==> src/design/tlpt_pkg.sv <==
// Shared types and constants for the two-level page table unit.
package tlpt_pkg;

  localparam int OFFSET_BITS = 12;
  localparam int VPN_W       = 20;
  localparam int FRAME_W     = 20;
  localparam int PAGES_W     = 21;
  localparam int ADDR_W      = 32;
  localparam int CNT_W       = 32;
  // base page plus page count, wide enough to hold the sum
  localparam int SPAN_W      = 22;
  localparam logic [CNT_W-1:0] ACCESS_STEP = 32'd2;

  typedef enum logic [1:0] {
    CMD_MAP           = 2'd0,
    CMD_TRANSLATE     = 2'd1,
    CMD_FREE          = 2'd2,
    CMD_CLEAR_PRESENT = 2'd3
  } cmd_t;

  typedef enum logic [1:0] {
    STAT_OK          = 2'd0,
    STAT_INVALID     = 2'd1,
    STAT_NOT_PRESENT = 2'd2
  } status_t;

  typedef struct packed {
    cmd_t               cmd;
    logic [VPN_W-1:0]   page_number;
    logic [FRAME_W-1:0] frame_number;
    logic [PAGES_W-1:0] page_count;
    logic [ADDR_W-1:0]  virt_addr;
  } in_item_t;

  typedef struct packed {
    status_t            status;
    logic [VPN_W-1:0]   entry_page;
    logic [FRAME_W-1:0] entry_frame;
    logic [PAGES_W-1:0] entry_pages;
    logic [CNT_W-1:0]   access_total;
  } out_item_t;

  // one page table entry, 63 bits
  typedef struct packed {
    logic               present;
    logic               valid;
    logic [PAGES_W-1:0] pages;
    logic [FRAME_W-1:0] frame;
    logic [VPN_W-1:0]   page;
  } entry_t;

  // table read address source
  typedef enum logic [1:0] {
    RD_VPN,
    RD_BASE,
    RD_IDX
  } rd_sel_t;

  // table write data source
  typedef enum logic [1:0] {
    WR_INIT,
    WR_MAP,
    WR_ZERO,
    WR_CLRP
  } wr_sel_t;

  // controller to datapath
  typedef struct packed {
    logic    capture;
    logic    rd_en;
    rd_sel_t rd_sel;
    logic    wr_en;
    wr_sel_t wr_sel;
    logic    init_map;
    logic    init_walk;
    logic    idx_inc;
    logic    res_load;
    logic    out_load;
  } ctl_cmd_t;

  // datapath to controller
  typedef struct packed {
    cmd_t op;
    logic map_skip;
    logic base_out;
    logic base_ok;
    logic walk_last;
    logic clr_last;
    logic out_free;
  } ctl_status_t;

endpackage

==> src/design/tlpt_ctrl.sv <==
// Sequencer for the page table unit: clearing pass, command dispatch and walks.
module tlpt_ctrl (
  input  logic                  clk,
  input  logic                  rst_n,
  input  logic                  in_valid,
  output logic                  in_stall,
  input  tlpt_pkg::ctl_status_t st_i,
  output tlpt_pkg::ctl_cmd_t    cmd_o
);

  typedef enum logic [3:0] {
    ST_CLEAR,
    ST_IDLE,
    ST_DISPATCH,
    ST_MAP_WR,
    ST_TR_WAIT,
    ST_BASE_WAIT,
    ST_FREE_WR,
    ST_CLR_RD,
    ST_CLR_WR,
    ST_RESP
  } state_t;

  state_t state_r, state_nxt;

  // items are taken only when the sequencer is idle
  assign in_stall = (state_r != ST_IDLE);

  // next state and datapath commands
  always_comb begin
    state_nxt        = state_r;
    cmd_o.capture    = 1'b0;
    cmd_o.rd_en      = 1'b0;
    cmd_o.rd_sel     = tlpt_pkg::RD_IDX;
    cmd_o.wr_en      = 1'b0;
    cmd_o.wr_sel     = tlpt_pkg::WR_ZERO;
    cmd_o.init_map   = 1'b0;
    cmd_o.init_walk  = 1'b0;
    cmd_o.idx_inc    = 1'b0;
    cmd_o.res_load   = 1'b0;
    cmd_o.out_load   = 1'b0;
    unique case (state_r)
      ST_CLEAR: begin
        cmd_o.wr_en   = 1'b1;
        cmd_o.wr_sel  = tlpt_pkg::WR_INIT;
        cmd_o.idx_inc = 1'b1;
        if (st_i.clr_last) state_nxt = ST_IDLE;
      end
      ST_IDLE: begin
        if (in_valid) begin
          cmd_o.capture = 1'b1;
          state_nxt     = ST_DISPATCH;
        end
      end
      ST_DISPATCH: begin
        unique case (st_i.op)
          tlpt_pkg::CMD_MAP: begin
            if (st_i.map_skip) begin
              cmd_o.res_load = 1'b1;
              state_nxt      = ST_RESP;
            end else begin
              cmd_o.init_map = 1'b1;
              state_nxt      = ST_MAP_WR;
            end
          end
          tlpt_pkg::CMD_TRANSLATE: begin
            cmd_o.rd_en  = 1'b1;
            cmd_o.rd_sel = tlpt_pkg::RD_VPN;
            state_nxt    = ST_TR_WAIT;
          end
          tlpt_pkg::CMD_FREE, tlpt_pkg::CMD_CLEAR_PRESENT: begin
            if (st_i.base_out) begin
              cmd_o.res_load = 1'b1;
              state_nxt      = ST_RESP;
            end else begin
              cmd_o.rd_en  = 1'b1;
              cmd_o.rd_sel = tlpt_pkg::RD_BASE;
              state_nxt    = ST_BASE_WAIT;
            end
          end
          default: state_nxt = ST_IDLE;
        endcase
      end
      ST_MAP_WR: begin
        cmd_o.wr_en   = 1'b1;
        cmd_o.wr_sel  = tlpt_pkg::WR_MAP;
        cmd_o.idx_inc = 1'b1;
        if (st_i.walk_last) begin
          cmd_o.res_load = 1'b1;
          state_nxt      = ST_RESP;
        end
      end
      ST_TR_WAIT: begin
        cmd_o.res_load = 1'b1;
        state_nxt      = ST_RESP;
      end
      ST_BASE_WAIT: begin
        if (!st_i.base_ok) begin
          cmd_o.res_load = 1'b1;
          state_nxt      = ST_RESP;
        end else begin
          cmd_o.init_walk = 1'b1;
          state_nxt = (st_i.op == tlpt_pkg::CMD_FREE) ? ST_FREE_WR : ST_CLR_RD;
        end
      end
      ST_FREE_WR: begin
        cmd_o.wr_en   = 1'b1;
        cmd_o.wr_sel  = tlpt_pkg::WR_ZERO;
        cmd_o.idx_inc = 1'b1;
        if (st_i.walk_last) begin
          cmd_o.res_load = 1'b1;
          state_nxt      = ST_RESP;
        end
      end
      ST_CLR_RD: begin
        cmd_o.rd_en  = 1'b1;
        cmd_o.rd_sel = tlpt_pkg::RD_IDX;
        state_nxt    = ST_CLR_WR;
      end
      ST_CLR_WR: begin
        cmd_o.wr_en   = 1'b1;
        cmd_o.wr_sel  = tlpt_pkg::WR_CLRP;
        cmd_o.idx_inc = 1'b1;
        if (st_i.walk_last) begin
          cmd_o.res_load = 1'b1;
          state_nxt      = ST_RESP;
        end else begin
          state_nxt = ST_CLR_RD;
        end
      end
      ST_RESP: begin
        if (st_i.out_free) begin
          cmd_o.out_load = 1'b1;
          state_nxt      = ST_IDLE;
        end
      end
      default: state_nxt = ST_IDLE;
    endcase
  end

  // state register; reset starts the clearing pass
  always_ff @(posedge clk) begin
    if (!rst_n) begin
      state_r <= ST_CLEAR;
    end else begin
      state_r <= state_nxt;
    end
  end

  // a table read and a table write never share a cycle
  assert property (@(posedge clk) disable iff (!rst_n)
    !(cmd_o.rd_en && cmd_o.wr_en))
    else $error("table read and write in the same cycle");

  // a staged result is always followed by the response state
  assert property (@(posedge clk) disable iff (!rst_n)
    cmd_o.res_load |=> state_r == ST_RESP)
    else $error("staged result not followed by response");

  // the clearing pass finishes before any item is taken
  assert property (@(posedge clk) disable iff (!rst_n)
    cmd_o.capture |-> !(cmd_o.wr_en && cmd_o.wr_sel == tlpt_pkg::WR_INIT))
    else $error("item taken during clearing pass");

endmodule

==> config.mk <==
export PLATFORM = sky130hd
export DESIGN_NAME = tlpt_ctrl
export DESIGN_NICKNAME = d
export VERILOG_FILES = /design/src/design/tlpt_pkg.sv /design/src/design/tlpt_ctrl.sv
export SDC_FILE = /design/constraint.sdc
export NUM_CORES = 1
export LEC_CHECK = 0
export ABC_AREA = 0
export BUFFER_PORTS_ARGS = -buffer_cell sky130_fd_sc_hd__buf_2
export CAP_MARGIN = 15
export CORE_MARGIN = 4
export CORE_UTILIZATION = 44
export DETAILED_ROUTE_END_ITERATION = 10
export GPL_TIMING_DRIVEN = 0
export PLACE_DENSITY = 0.73
export SYNTH_ARGS = -nofsm -noshare
export SYNTH_HDL_FRONTEND = slang
export SYNTH_SLANG_ARGS = --single-unit
==> constraint.sdc <==
create_clock -name clk -period 2.69 [get_ports clk]
set_clock_uncertainty 0.05 [all_clocks]
set_input_delay 0.1345 -clock clk [delete_from_list [all_inputs] [get_ports clk]]
set_output_delay 0.1345 -clock clk [all_outputs]
set_load 0.01 [all_outputs]
==> reports/metrics.cfg <==
[clocking]
htree_levels = 1
cts_setup_buffers = 0
insertion_delay_ps = 230
clk_pin_slew_worst_paths_ps = 40
numCtsBuffers = 3
clock_sinks = 4
cts_tree = built
cts_buffer_depth = 2
root_buffer = clkbuf_4
ctsResizeCount = 0
postCtsHoldBufs = 0

[die]
start_util = 0.464
die_area_um2 = 2030
rows = 13
core_area_um2 = 1300
die_x_um = 45.1
die_h_um = 45.1
io_pins = 24

[timing]
tightest_slew_ps = 416
layout_min_cycle_time_ps = 2060
fin_setup_tns_ps = 0
fin_crit_sh = 0.766
slew_headroom = 0.723
hold_viol_final = 0
rsz0062_at_grt = no
fmax_ghz = 0.485
setup-violations-final = 0
drv_slew = 0

[synthesis]
yosys-top-cells-area = dfxtp_1 13%, a21oi_1 9.1%, nor2_1 8.1%
syn_inst = 90
ys_seq_area_frac = 0.133
synth_top_area_share = 0.133
async_reset_ff_frac = 0
yosys_warnings = 0
synth_most_common_cell = nor2_1
synth_enable_flop_cells = 0
syn_avg_cell_area_um2 = 6.71
synthFlopType = dfxtp_1
yosysTopAreaCell = dfxtp_1
syn_area_um2 = 604
netlist-cell-type-count = 41
synth_nets = 101
synth_seq_cells = 4
ys_top_cells_by_count = 13 x nor2_1, 11 x a21oi_1, 5 x nand2b_1

[critical_path]
cp.required_ps = 2510
worstSetupEndpointType = output pin
path_class = reg -> out
crit_cells = 6
path_buf_inv = 3
worstPathArrival_ps = 1880
cp_cell_sequence = clkbuf_1 > inv_1 > nor2_1 > a21oi_1 > o311ai_0 > buf_2
crit_fanout = 10
max_stage_delay_ps = 410
cp_top_family = buffers and inverters
start_kind = flip-flop
r2r_cells = 6
slowest_stage = dfxtp_1

[place]
hpwl_um = 1350
portBuffers = 22
gp_congestion = 0.917

[layout]
areaGrowthSynthToFinish_pct = 25.1
fin_util = 0.581
fin_nets = 128
top_register = state_r
largest_reg_flops = 4
num_antenna_cells = 0
top_regs = state_r x4
drive_gt1_frac = 0.304

[detailed_routing]
wl_um = 1780
antenna_left = 0
dr.pass1.iters = 4
drc = 0
detail_route.vias_per_cell = 6.13
routedWlPerCell_um = 13.7
via_count = 797
drt_iter0_drc = 36

[power_and_ir_drop]
cellPowerDensity_nw_per_um2 = 292
ir_drop_uv = 202
leakage_nw = 0.331

[global_route]
grt_max_degree = 11
grt_pass1_wl_um = 2710
overflow = 0
antenna_found_initial = 0
grt_pass1_vias = 652
grt_usage = 0.178

[job]
cap_violations = 0

[min_path]
min_path_cells = 2
hp-class = in -> reg

[outcome]
status = completed

## path summary, 6_finish.rpt
check                          start                      end  slack [ps]
max          state_r[1]$_SDFFE_PN0P_                 cmd_o[1]         630
min                            rst_n  state_r[2]$_SDFFE_PN0P_         130
max reg2reg  state_r[2]$_SDFFE_PN0P_  state_r[1]$_SDFFE_PN0P_        1020
min reg2reg  state_r[1]$_SDFFE_PN0P_  state_r[1]$_SDFFE_PN0P_         730
## layout make-up
cell class,instances,area [um2]
fillers,139,546
inverters,3,11.3
clock buffers,3,22.5
flip-flops and latches,4,80.1
plain buffers,9,41.3
well taps,15,18.8
repair buffers,22,110
multi-input cells,74,472
## cell usage in the layout, fill, tap and decap left out, types with 3 or more instances in the layout
cell	synthesis	final
nor3b_1	3	3
nor2_1	13	13
inv_1	3	3
nand2_1	3	3
dfxtp_1	4	4
clkbuf_1	4	4
a21oi_1	11	11
nand2b_1	5	5
o21ai_0	3	3
clkbuf_4	0	3
nand3b_1	4	4
buf_2	3	25
## routing by layer
layer | share of wire | GRT usage | vias to the layer above
li1 | - | - | 381
met1 | 0.37 | 0.235 | 362
met2 | 0.49 | 0.285 | 50
met3 | 0.12 | 0.0478 | 4
met4 | 0.013 | 0.0409 | 0
met5 | 0 | 0 | -
## cell families after synthesis
logic type,count (synthesis),synth area share
compound gates,31,0.346
xor+xnor,1,0.0145
buf+inv,12,0.0869
flops,4,0.133
simple gates,42,0.420
## per-stage QoR
stage / area [um2] / hold slack (ps) / total power [W] / std cells / worst slack, ps
after floorplan: 604 / 202 / 0.000118 / 90 / 1070
after global placement: 733 / 365 / 0.000145 / 127 / 930
after detailed placement: 733 / 357 / 0.000148 / 127 / 847
after CTS: 756 / 119 / 0.000222 / 130 / 601
after global routing: 756 / 137 / 0.000234 / 130 / 436
final: 756 / 127 / 0.000220 / 130 / 628
## report_power, final
group | switching, W | leakage (nW) | internal (W)
registers | 0.00000211 | 0.0325 | 0.0000621
logic | 0.0000468 | 0.284 | 0.0000366
clock network | 0.0000231 | 0.0138 | 0.0000498
(Power assumes the default switching activity.)
